===== config.mk =====
export PLATFORM = sky130hd
export DESIGN_NAME = gregorian_date_decrement_core_flat
export DESIGN_NICKNAME = d
export VERILOG_FILES = /design/src/sv/gdd_pkg.sv /design/src/sv/gdd_if.sv /design/src/sv/gdd_mod400.sv /design/src/sv/gdd_datapath.sv /design/src/sv/gdd_ctrl.sv /design/src/sv/gregorian_date_decrement_core.sv /design/src/flat_wrapper.sv
export SDC_FILE = /design/constraint.sdc
export NUM_CORES = 1
export LEC_CHECK = 0
export ABC_AREA = 1
export BUFFER_PORTS_ARGS = -buffer_cell sky130_fd_sc_hd__buf_4
export CORE_MARGIN = 8
export CORE_UTILIZATION = 60
export DETAILED_ROUTE_END_ITERATION = 12
export PLACE_DENSITY = 0.83
export SYNTH_ARGS = -nofsm -noshare
export SYNTH_HDL_FRONTEND = slang
export SYNTH_HIERARCHICAL = 1
export SYNTH_SLANG_ARGS = --single-unit

===== constraint.sdc =====
create_clock -name clk_i -period 5.3 [get_ports clk_i]
set_clock_uncertainty 0.1 [all_clocks]
set_input_delay 0 -clock clk_i [delete_from_list [all_inputs] [get_ports clk_i]]
set_output_delay 0 -clock clk_i [all_outputs]
set_load 0.02 [all_outputs]

===== src/sv/gdd_pkg.sv =====
// Shared types, constants and calendar helpers for the Gregorian date decrement core.
// Used by the controller, the datapath and the mod-400 unit.
package gdd_pkg;

  typedef enum logic [2:0] {
    KIND_DAYS           = 3'd0,
    KIND_WEEKS          = 3'd1,
    KIND_MONTHS         = 3'd2,
    KIND_YEARS_STEP     = 3'd3,
    KIND_YEARS_DIRECT   = 3'd4,
    KIND_DECADES_STEP   = 3'd5,
    KIND_DECADES_DIRECT = 3'd6
  } kind_e;

  localparam int unsigned NW = 19;  // remaining-units counter, holds 32767 * 10

  localparam logic [10:0] MOD_RECIP  = 11'd1311; // 2^15 / 25, rounded up
  localparam logic [8:0]  MOD_OFFSET = 9'd368;   // 32768 mod 400
  localparam logic [8:0]  MOD_FIX    = 9'd32;    // 400 - 368
  localparam logic [15:0] YEAR_MIN   = 16'h8000;
  localparam logic [8:0]  R_LAST     = 9'd399;
  localparam logic [8:0]  R_WRAP     = 9'd367;   // 32767 mod 400
  localparam logic [3:0]  MON_JAN    = 4'd1;
  localparam logic [3:0]  MON_FEB    = 4'd2;
  localparam logic [3:0]  MON_DEC    = 4'd12;
  localparam logic [4:0]  DAY_LEAP   = 5'd29;
  localparam logic [4:0]  DAY_FEB    = 5'd28;
  localparam logic [4:0]  DAY_LONG   = 5'd31;
  localparam logic [4:0]  DAY_SHORT  = 5'd30;

  typedef struct packed {
    logic load;
    logic prep;
    logic mod_start;
    logic run_step;
    logic fin;
    logic out_load;
  } cmd_t;

  typedef struct packed {
    logic mod_done;
    logic run_last;
    logic is_run;
    logic is_skip;
  } status_t;

  // r is the year taken mod 400, in 0..399
  function automatic logic leap_from_mod(logic [8:0] r);
    logic century;
    century = (r == 9'd100) || (r == 9'd200) || (r == 9'd300);
    return (r[1:0] == 2'b00) && !century;
  endfunction

  function automatic logic [4:0] month_len(logic [3:0] m, logic leap);
    logic [4:0] len;
    unique case (m)
      4'd2:                   len = leap ? DAY_LEAP : DAY_FEB;
      4'd4, 4'd6, 4'd9, 4'd11: len = DAY_SHORT;
      default:                len = DAY_LONG;
    endcase
    return len;
  endfunction

endpackage


===== src/sv/gdd_if.sv =====
// Valid/ready channel interfaces for request and result words.
// Depends on nothing but plain logic types.
interface gdd_req_if;
  logic               valid;
  logic               ready;
  logic [2:0]         kind;
  logic [14:0]        count;
  logic [4:0]         in_day;
  logic [3:0]         in_month;
  logic signed [15:0] in_year;

  modport source (output valid, kind, count, in_day, in_month, in_year, input ready);
  modport sink   (input valid, kind, count, in_day, in_month, in_year, output ready);
endinterface

interface gdd_rsp_if;
  logic               valid;
  logic               ready;
  logic [4:0]         out_day;
  logic [3:0]         out_month;
  logic signed [15:0] out_year;

  modport source (output valid, out_day, out_month, out_year, input ready);
  modport sink   (input valid, out_day, out_month, out_year, output ready);
endinterface


===== src/sv/gdd_mod400.sv =====
// Unit that reduces a 16-bit signed year mod 400 with a reciprocal multiply.
// Uses gdd_pkg constants.
module gdd_mod400 (
  input  logic        clk_i,
  input  logic        rst_ni,
  input  logic        start_i,
  input  logic [15:0] src_i,
  output logic        done_o,
  output logic [8:0]  rem_o
);

  logic [15:0] u_q, u_d;
  logic [22:0] prod_q, prod_d;
  logic [8:0]  rem_q, rem_d;
  logic        mul_q;
  logic        sub_q;
  logic        done_q;
  logic [7:0]  quot;
  logic [11:0] q25;
  logic [11:0] r25;
  logic [8:0]  adj;

  // bias to unsigned: u = y + 32768; hold until the next start
  assign u_d = start_i ? (src_i ^ gdd_pkg::YEAR_MIN) : u_q;

  // u mod 400 = ((u >> 4) mod 25) * 16 + (u mod 16)
  assign prod_d = {11'd0, u_q[15:4]} * {12'd0, gdd_pkg::MOD_RECIP};
  assign quot   = prod_q[22:15];
  assign q25    = ({4'd0, quot} << 4) + ({4'd0, quot} << 3) + {4'd0, quot};
  assign r25    = u_q[15:4] - q25;
  assign rem_d  = {r25[4:0], u_q[3:0]};

  always_ff @(posedge clk_i or negedge rst_ni) begin
    if (!rst_ni) begin
      mul_q  <= 1'b0;
      sub_q  <= 1'b0;
      done_q <= 1'b0;
    end else begin
      mul_q  <= start_i;
      sub_q  <= mul_q;
      done_q <= sub_q;
    end
  end

  always_ff @(posedge clk_i) begin
    u_q    <= u_d;
    prod_q <= prod_d;
    rem_q  <= rem_d;
  end

  // remove the bias: (u - 32768) mod 400
  assign adj    = (rem_q >= gdd_pkg::MOD_OFFSET) ? (rem_q - gdd_pkg::MOD_OFFSET)
                                                 : (rem_q + gdd_pkg::MOD_FIX);
  assign rem_o  = adj;
  assign done_o = done_q;

endmodule


===== src/sv/gdd_datapath.sv =====
// Date registers, month stepping and year arithmetic for the date decrement core.
// Depends on gdd_pkg and instantiates gdd_mod400.
module gdd_datapath (
  input  logic               clk_i,
  input  logic               rst_ni,
  input  gdd_pkg::cmd_t      cmd_i,
  output gdd_pkg::status_t   status_o,
  input  logic [2:0]         kind_i,
  input  logic [14:0]        count_i,
  input  logic [4:0]         in_day_i,
  input  logic [3:0]         in_month_i,
  input  logic signed [15:0] in_year_i,
  output logic [4:0]         out_day_o,
  output logic [3:0]         out_month_o,
  output logic signed [15:0] out_year_o
);

  logic [2:0]              kind_q;
  logic [gdd_pkg::NW-1:0]  n_q, n_d;
  logic [4:0]              d_q, d_d;
  logic [3:0]              m_q, m_d;
  logic [15:0]             y_q, y_d;
  logic [8:0]              r_q, r_d;
  logic [4:0]              od_q;
  logic [3:0]              om_q;
  logic [15:0]             oy_q;

  logic                    k_days, k_months, k_step, k_direct;
  logic [gdd_pkg::NW-1:0]  cnt_ext, n_load;
  logic [gdd_pkg::NW-1:0]  d_ext;
  logic [15:0]             y_sub;
  logic [15:0]             mod_src;
  logic                    mod_done;
  logic [8:0]              mod_rem;
  logic [3:0]              m_prev;
  logic [15:0]             y_prev;
  logic [8:0]              r_prev;
  logic [4:0]              len_prev;
  logic                    feb29;

  assign k_days   = (kind_q == gdd_pkg::KIND_DAYS) || (kind_q == gdd_pkg::KIND_WEEKS);
  assign k_months = (kind_q == gdd_pkg::KIND_MONTHS);
  assign k_step   = (kind_q == gdd_pkg::KIND_YEARS_STEP) ||
                    (kind_q == gdd_pkg::KIND_DECADES_STEP);
  assign k_direct = (kind_q == gdd_pkg::KIND_YEARS_DIRECT) ||
                    (kind_q == gdd_pkg::KIND_DECADES_DIRECT);

  assign cnt_ext = {{(gdd_pkg::NW-15){1'b0}}, count_i};
  always_comb begin
    unique case (kind_i)
      gdd_pkg::KIND_WEEKS:          n_load = (cnt_ext << 3) - cnt_ext;
      gdd_pkg::KIND_DECADES_STEP,
      gdd_pkg::KIND_DECADES_DIRECT: n_load = (cnt_ext << 3) + (cnt_ext << 1);
      default:                      n_load = cnt_ext;
    endcase
  end

  assign d_ext = {{(gdd_pkg::NW-5){1'b0}}, d_q};
  assign y_sub = y_q - n_q[15:0];

  always_comb begin
    if (k_direct)    mod_src = y_sub;
    else if (k_step) mod_src = y_q - 16'd1;  // leap test of the year just before start
    else             mod_src = y_q;
  end

  gdd_mod400 u_mod400 (
    .clk_i   (clk_i),
    .rst_ni  (rst_ni),
    .start_i (cmd_i.mod_start),
    .src_i   (mod_src),
    .done_o  (mod_done),
    .rem_o   (mod_rem)
  );

  // one month back, tracking the year mod 400 alongside the year
  always_comb begin
    if (m_q == gdd_pkg::MON_JAN) begin
      m_prev = gdd_pkg::MON_DEC;
      y_prev = y_q - 16'd1;
      if (y_q == gdd_pkg::YEAR_MIN) r_prev = gdd_pkg::R_WRAP;
      else if (r_q == 9'd0)         r_prev = gdd_pkg::R_LAST;
      else                          r_prev = r_q - 9'd1;
    end else begin
      m_prev = m_q - 4'd1;
      y_prev = y_q;
      r_prev = r_q;
    end
    len_prev = gdd_pkg::month_len(m_prev, gdd_pkg::leap_from_mod(r_prev));
  end

  assign feb29 = (m_q == gdd_pkg::MON_FEB) && (d_q == gdd_pkg::DAY_LEAP);

  always_comb begin
    n_d = n_q;
    d_d = d_q;
    m_d = m_q;
    y_d = y_q;
    r_d = r_q;
    if (cmd_i.load) begin
      d_d = (in_day_i == 5'd0) ? 5'd1 : in_day_i;
      if (in_month_i == 4'd0)                 m_d = gdd_pkg::MON_JAN;
      else if (in_month_i > gdd_pkg::MON_DEC) m_d = gdd_pkg::MON_DEC;
      else                                    m_d = in_month_i;
      y_d = in_year_i;
      n_d = n_load;
    end else if (cmd_i.prep) begin
      if (k_direct) y_d = y_sub;
    end else if (cmd_i.run_step) begin
      if (k_days) begin
        if (n_q < d_ext) begin
          d_d = d_q - n_q[4:0];
          n_d = '0;
        end else begin
          n_d = n_q - d_ext;
          m_d = m_prev;
          y_d = y_prev;
          r_d = r_prev;
          d_d = len_prev;
        end
      end else if (n_q != '0) begin
        n_d = n_q - {{(gdd_pkg::NW-1){1'b0}}, 1'b1};
        m_d = m_prev;
        y_d = y_prev;
        r_d = r_prev;
        if (d_q > len_prev) d_d = len_prev;
      end
    end else if (cmd_i.fin) begin
      if (k_step) begin
        y_d = y_sub;
        // two consecutive years are never both leap
        if (feb29 && (n_q != '0) &&
            ((n_q > {{(gdd_pkg::NW-1){1'b0}}, 1'b1}) || !gdd_pkg::leap_from_mod(r_q)))
          d_d = gdd_pkg::DAY_FEB;
      end else if (k_direct) begin
        if (feb29 && !gdd_pkg::leap_from_mod(r_q)) d_d = gdd_pkg::DAY_FEB;
      end
    end
    if (mod_done) r_d = mod_rem;
  end

  always_ff @(posedge clk_i) begin
    if (cmd_i.load) kind_q <= kind_i;
    n_q <= n_d;
    d_q <= d_d;
    m_q <= m_d;
    y_q <= y_d;
    r_q <= r_d;
    if (cmd_i.out_load) begin
      od_q <= d_q;
      om_q <= m_q;
      oy_q <= y_q;
    end
  end

  assign status_o.mod_done = mod_done;
  assign status_o.run_last = k_days ? (n_q < d_ext)
                                    : (n_q <= {{(gdd_pkg::NW-1){1'b0}}, 1'b1});
  assign status_o.is_run   = k_days || k_months;
  assign status_o.is_skip  = (kind_q > gdd_pkg::KIND_DECADES_DIRECT);

  assign out_day_o   = od_q;
  assign out_month_o = om_q;
  assign out_year_o  = oy_q;

endmodule


===== src/sv/gdd_ctrl.sv =====
// Sequencer for the date decrement core: load, year reduction, month loop or year fix-up, result word.
// Depends on gdd_pkg command and status structs.
module gdd_ctrl (
  input  logic             clk_i,
  input  logic             rst_ni,
  input  logic             in_valid_i,
  output logic             in_ready_o,
  output logic             out_valid_o,
  input  logic             out_ready_i,
  input  gdd_pkg::status_t status_i,
  output gdd_pkg::cmd_t    cmd_o
);

  typedef enum logic [2:0] {
    S_IDLE,
    S_PREP,
    S_MOD,
    S_RUN,
    S_FIN,
    S_OUT
  } state_e;

  state_e state_q;
  logic   out_valid_q;
  logic   out_free;

  assign out_free = !out_valid_q || out_ready_i;

  always_comb begin
    cmd_o           = '0;
    cmd_o.load      = (state_q == S_IDLE) && in_valid_i;
    cmd_o.prep      = (state_q == S_PREP);
    cmd_o.mod_start = (state_q == S_PREP) && !status_i.is_skip;
    cmd_o.run_step  = (state_q == S_RUN);
    cmd_o.fin       = (state_q == S_FIN);
    cmd_o.out_load  = (state_q == S_OUT) && out_free;
  end

  always_ff @(posedge clk_i or negedge rst_ni) begin
    if (!rst_ni) begin
      state_q     <= S_IDLE;
      out_valid_q <= 1'b0;
    end else begin
      if (cmd_o.out_load)   out_valid_q <= 1'b1;
      else if (out_ready_i) out_valid_q <= 1'b0;
      unique case (state_q)
        S_IDLE: if (in_valid_i) state_q <= S_PREP;
        S_PREP: state_q <= status_i.is_skip ? S_OUT : S_MOD;
        S_MOD: begin
          if (status_i.mod_done) state_q <= status_i.is_run ? S_RUN : S_FIN;
        end
        S_RUN: if (status_i.run_last) state_q <= S_OUT;
        S_FIN: state_q <= S_OUT;
        S_OUT: if (out_free) state_q <= S_IDLE;
        default: state_q <= S_IDLE;
      endcase
    end
  end

  assign in_ready_o  = (state_q == S_IDLE);
  assign out_valid_o = out_valid_q;

endmodule


===== src/sv/gregorian_date_decrement_core.sv =====
// Gregorian date decrement core: takes a date, a count and a kind and returns the
// earlier date. Request words arrive on req_i, result words leave on rsp_o, both
// valid/ready; a word moves on a clock edge with valid and ready high.
// One request is worked at a time. After acceptance the core biases the year and
// reduces it mod 400 with a reciprocal multiply and, with the remainder in place, runs:
//   year and decade kinds: the fix-up state;
//   day and week kinds: the month loop, back a month at a time to the month reached;
//   month kinds: the month loop, back one month per count, at least one step.
// The result is then written to the output register; the unused kind skips the
// reduction, the loop and the fix-up. The next request is taken only after the
// result is written to the output register.
// The result sits in an output register; while the receiver stalls it holds, and a
// following result waits in the core until that register frees up.
// Reset (rst_ni low, asynchronous) returns the sequencer to idle and drops any
// pending result; no memory needs clearing.
// Depends on gdd_pkg, gdd_if, gdd_ctrl, gdd_datapath and gdd_mod400.
module gregorian_date_decrement_core (
  input  logic       clk_i,
  input  logic       rst_ni,
  gdd_req_if.sink    req_i,
  gdd_rsp_if.source  rsp_o
);

  gdd_pkg::cmd_t    cmd;
  gdd_pkg::status_t status;

  gdd_ctrl u_ctrl (
    .clk_i       (clk_i),
    .rst_ni      (rst_ni),
    .in_valid_i  (req_i.valid),
    .in_ready_o  (req_i.ready),
    .out_valid_o (rsp_o.valid),
    .out_ready_i (rsp_o.ready),
    .status_i    (status),
    .cmd_o       (cmd)
  );

  gdd_datapath u_datapath (
    .clk_i       (clk_i),
    .rst_ni      (rst_ni),
    .cmd_i       (cmd),
    .status_o    (status),
    .kind_i      (req_i.kind),
    .count_i     (req_i.count),
    .in_day_i    (req_i.in_day),
    .in_month_i  (req_i.in_month),
    .in_year_i   (req_i.in_year),
    .out_day_o   (rsp_o.out_day),
    .out_month_o (rsp_o.out_month),
    .out_year_o  (rsp_o.out_year)
  );

endmodule


===== src/flat_wrapper.sv =====
// flat-port wrapper written by rule: the top's interface ports become plain ports
module gregorian_date_decrement_core_flat 
  (clk_i, rst_ni, req_i_valid, req_i_kind, req_i_count, req_i_in_day, req_i_in_month, req_i_in_year, req_i_ready, rsp_o_valid, rsp_o_out_day, rsp_o_out_month, rsp_o_out_year, rsp_o_ready);
  gdd_req_if req_i_i ();
  gdd_rsp_if rsp_o_i ();
  input  logic clk_i;
  input  logic rst_ni;
  input wire logic [$bits(req_i_i.valid)-1:0] req_i_valid;
  input wire logic [$bits(req_i_i.kind)-1:0] req_i_kind;
  input wire logic [$bits(req_i_i.count)-1:0] req_i_count;
  input wire logic [$bits(req_i_i.in_day)-1:0] req_i_in_day;
  input wire logic [$bits(req_i_i.in_month)-1:0] req_i_in_month;
  input wire logic [$bits(req_i_i.in_year)-1:0] req_i_in_year;
  output wire logic [$bits(req_i_i.ready)-1:0] req_i_ready;
  output wire logic [$bits(rsp_o_i.valid)-1:0] rsp_o_valid;
  output wire logic [$bits(rsp_o_i.out_day)-1:0] rsp_o_out_day;
  output wire logic [$bits(rsp_o_i.out_month)-1:0] rsp_o_out_month;
  output wire logic [$bits(rsp_o_i.out_year)-1:0] rsp_o_out_year;
  input wire logic [$bits(rsp_o_i.ready)-1:0] rsp_o_ready;
  assign req_i_i.valid = req_i_valid;
  assign req_i_i.kind = req_i_kind;
  assign req_i_i.count = req_i_count;
  assign req_i_i.in_day = req_i_in_day;
  assign req_i_i.in_month = req_i_in_month;
  assign req_i_i.in_year = req_i_in_year;
  assign req_i_ready = req_i_i.ready;
  assign rsp_o_valid = rsp_o_i.valid;
  assign rsp_o_out_day = rsp_o_i.out_day;
  assign rsp_o_out_month = rsp_o_i.out_month;
  assign rsp_o_out_year = rsp_o_i.out_year;
  assign rsp_o_i.ready = rsp_o_ready;
  gregorian_date_decrement_core u_core (.clk_i(clk_i), .rst_ni(rst_ni), .req_i(req_i_i), .rsp_o(rsp_o_i));
endmodule

==> flow_metrics.tcl <==
set metrics [dict create \
    dieArea_um2 25760 \
    rsz0062_at_grt "no" \
    drv_cap 0 \
    tns_ns 0 \
    start_kind "flip-flop" \
    grt_pass1_vias 11380 \
    hpwl_um 26710 \
    gp_congestion 0.9563 \
    crit_path_top_delay_cell "a21oi_1" \
    endpoint "u_core/u_datapath/d_q[2]$_DFFE_PP_" \
    worst_hold_slack_ns 0.02088 \
    finalNetCount 1987 \
    fin_util 0.6887 \
    fmax_ghz 0.2293 \
    grt_max_degree 26 \
    r2r_cells 15 \
    drt_iter0_drc 1184 \
    pre_cts_ws_ns 1.109 \
    track_usage 0.2678 \
    die_w_um 160.5 \
    antenna_found_initial 0 \
    ys_seq_area_frac 0.2689 \
    cts.repair.resized 0 \
    status "complete, no violations" \
    drt-vias-per-instance 5.780 \
    cts-root-buf "clkbuf_16" \
    critPathMaxStageDelay_ns 0.55 \
    grt.overflow.total 0 \
    drt_first_pass_iters 8 \
    io_buffers 73 \
    vias 11790 \
    worst_pin_slew_ns 0.8983 \
    cts_buffer_depth 2 \
    n_antenna_cell 0 \
    setup_slack_ns 0.9381 \
    cts_setup_buffers 0 \
    drtAntennaViolNets 0 \
    critPathKind "reg -> reg" \
    cts.sinks 118 \
    start_util 0.6035 \
    synthFlopType "edfxtp_1" \
    hold_buffers 38 \
    syn_to_final_growth_pct 14.12 \
    period_share 0.8230 \
    mappedNetlistNets 1877 \
    wirelength_um 34930 \
    hold_path_class "in -> reg" \
    arrival_ns 4.32 \
    required_ns 5.26 \
    r2r_slack_ns 0.94 \
    cp_max_fo 12 \
    path_buf_inv 2 \
    htreeDepth 4 \
    grt_pass1_wl_um 55740 \
    worstPathCellList "inv_1, ha_1, nand2_2, inv_1, nor3_2, nand3_1, nor3b_1, nand2_1, nand2_1, ha_1, a21oi_1, o21ai_0, o211ai_1, o21ai_0, a21oi_1" \
    drive_gt1_frac 0.09065 \
    setup_viol 0 \
    whs_path_depth 5 \
    core_um2 20760 \
    r2r_start "u_core/u_datapath/m_q[1]$_DFFE_PP_" \
    clock_latency_ns 0.43 \
    relSlewSlack 0.3989 \
    postSynthCellCount 1642 \
    cts_tree "built" \
    syn_area_um2 12530 \
    die_h_um 160.5 \
    cp_num_cells 15 \
    drc_errors 0 \
    synth_edf_count 97 \
    reg2reg_to "u_core/u_datapath/d_q[2]$_DFFE_PP_" \
    critPathTopFamily "simple AND/OR/NAND/NOR gates" \
    wl_per_cell_um 17.12 \
    cts_buffers 17 \
    timing_hold_violations_final 0 \
    end_kind "flip-flop" \
    fin_crit_ns 4.362 \
    clk_pin_slew_ns 0.06 \
    syn_avg_cell_area_um2 7.628 \
    async_reset_ff_frac 0.05932 \
    synth.distinct_cells 60 \
    ys_ff_latch 118 \
    ios 74 \
    yosysWarnings 6 \
    slew_violations 0 \
    num_rows 53 \
    crit_start "u_core/u_datapath/m_q[1]$_DFFE_PP_" \
]
[registers in the layout, summed over array words and instances (netlist names)]
signal,flops
u_core/u_datapath/out_day_o,5
u_core/u_datapath/u_mod400/mul_q,1
u_core/u_datapath/kind_q,3
u_core/u_datapath/u_mod400/done_o,1
u_core/u_datapath/u_mod400/rem_q,9
u_core/u_datapath/y_q,16
u_core/u_datapath/d_q,5
u_core/u_datapath/out_month_o,4
u_core/u_datapath/out_year_o,16
u_core/u_datapath/n_q,19
u_core/u_datapath/r_q,9
u_core/u_ctrl/out_valid_o,1
u_core/u_ctrl/state_q,3
u_core/u_datapath/u_mod400/prod_q,5
u_core/u_datapath/m_q,4
u_core/u_datapath/u_mod400/sub_q,1
u_core/u_datapath/u_mod400/u_q,16
[cell families after synthesis]
group           Yosys count  synth area share
compound gates          298            0.1426
xor+xnor                 67           0.05015
fa+ha+maj               188            0.2154
buf+inv                 337            0.1049
flops                   118            0.2689
simple gates            634            0.2181
[per-stage QoR]
| stage | instance area [um2] | cells |
|---|---|---|
| after floorplan | 12530 | 1642 |
| after global placement | 13340 | 1970 |
| after detailed placement | 13340 | 1970 |
| after CTS | 14300 | 2040 |
| after global routing | 14300 | 2040 |
| final | 14300 | 2040 |
[worst register-to-register path, cell delays in order (launching register included)]
cell and delay (ns):
edfxtp_1 0.45, inv_1 0.15, ha_1 0.26, nand2_2 0.21
inv_1 0.27, nor3_2 0.42, nand3_1 0.32, nor3b_1 0.28
nand2_1 0.14, nand2_1 0.11, ha_1 0.23, a21oi_1 0.13
o21ai_0 0.10, o211ai_1 0.18, o21ai_0 0.11, a21oi_1 0.55
[cell usage after synthesis, types with 3 or more instances]
master    count  area share
a21boi_0      3      0.0018
a21boi_1      3      0.0018
a21o_1       10      0.0060
a21oi_1      87       0.035
a22oi_1      21       0.013
a31oi_1      12      0.0060
buf_2         4      0.0016
buf_4         5      0.0030
buf_6         3      0.0027
clkbuf_1     15      0.0045
clkinv_1      3     0.00090
dfrtp_1       7       0.014
dfxtp_1      14       0.022
edfxtp_1     97        0.23
fa_1         46       0.074
ha_1        142        0.14
inv_1       294       0.088
inv_2        11      0.0033
nand2_1     320       0.096
nand2_2       6      0.0030
nand2_4       3      0.0027
nand3_1      87       0.035
nand3b_1      7      0.0042
nand4_1      13      0.0065
nor2_1      151       0.045
nor2_2        4      0.0020
nor2_4        5      0.0045
nor3_1       23      0.0092
nor4_1        4      0.0020
o211ai_1     15      0.0090
o21a_1        4      0.0024
o21ai_0      91       0.036
o21ai_1      12      0.0048
o21bai_1      8      0.0048
o221ai_1      9      0.0063
o22ai_1       4      0.0020
o31ai_1       5      0.0030
or2_2         3      0.0015
xnor2_1      18       0.013
xor2_1       45       0.031
[worst min-delay path by stage]
stage                          startpoint                                          end  slack [ns]
after CTS                 req_i_count[10]          u_core/u_datapath/n_q[10]$_DFFE_PP_       0.008
after floorplan                    rst_ni        u_core/u_ctrl/out_valid_o$_DFFE_PN0P_       -0.40
final                     req_i_count[10]          u_core/u_datapath/n_q[10]$_DFFE_PP_        0.02
after global routing      req_i_count[10]          u_core/u_datapath/n_q[10]$_DFFE_PP_        0.02
after detailed placement           rst_ni  u_core/u_datapath/u_mod400/done_o$_DFF_PN0_       -0.28
after global placement             rst_ni  u_core/u_datapath/u_mod400/done_o$_DFF_PN0_       -0.27
[cell type report]
type,instances,area [um2]
Multi-Input combinational cell,1187,7856
Timing Repair Buffer,119,988.4
Clock inverter,14,147.6
Tap cell,275,344.1
Fill cell,1651,6461
Sequential cell,118,3368
Inverter,309,1161
Clock buffer,18,429.2
[routing by layer]
metal  vias up  part of all wire  GRT usage
met5         -                 0          0
met2       572              0.47     0.4519
li1       5656                 -          -
met3        98             0.081    0.05605
met1      5465              0.40     0.3214
met4         0             0.043     0.1270
[placed cells by master (no fill, tap or decap), drive strengths merged, types with 6 or more instances in the layout]
cell	n
dfxtp	14
edfxtp	97
clkinv	8
nand2	329
dfrtp	7
nor2	161
dlygate4sd3	38
buf	81
xor2	47
o221ai	9
nand4	13
ha	142
xnor2	20
a21o	10
nand3	88
a21boi	6
a21oi	89
o211ai	15
o21ai	103
a22oi	21
clkbuf	18
a31oi	13
fa	46
nor3	25
inv	310
o21bai	8
nand3b	7
Power is not shown: default switching activity piles up to over one toggle a cycle in this logic, so the estimate is an artifact.
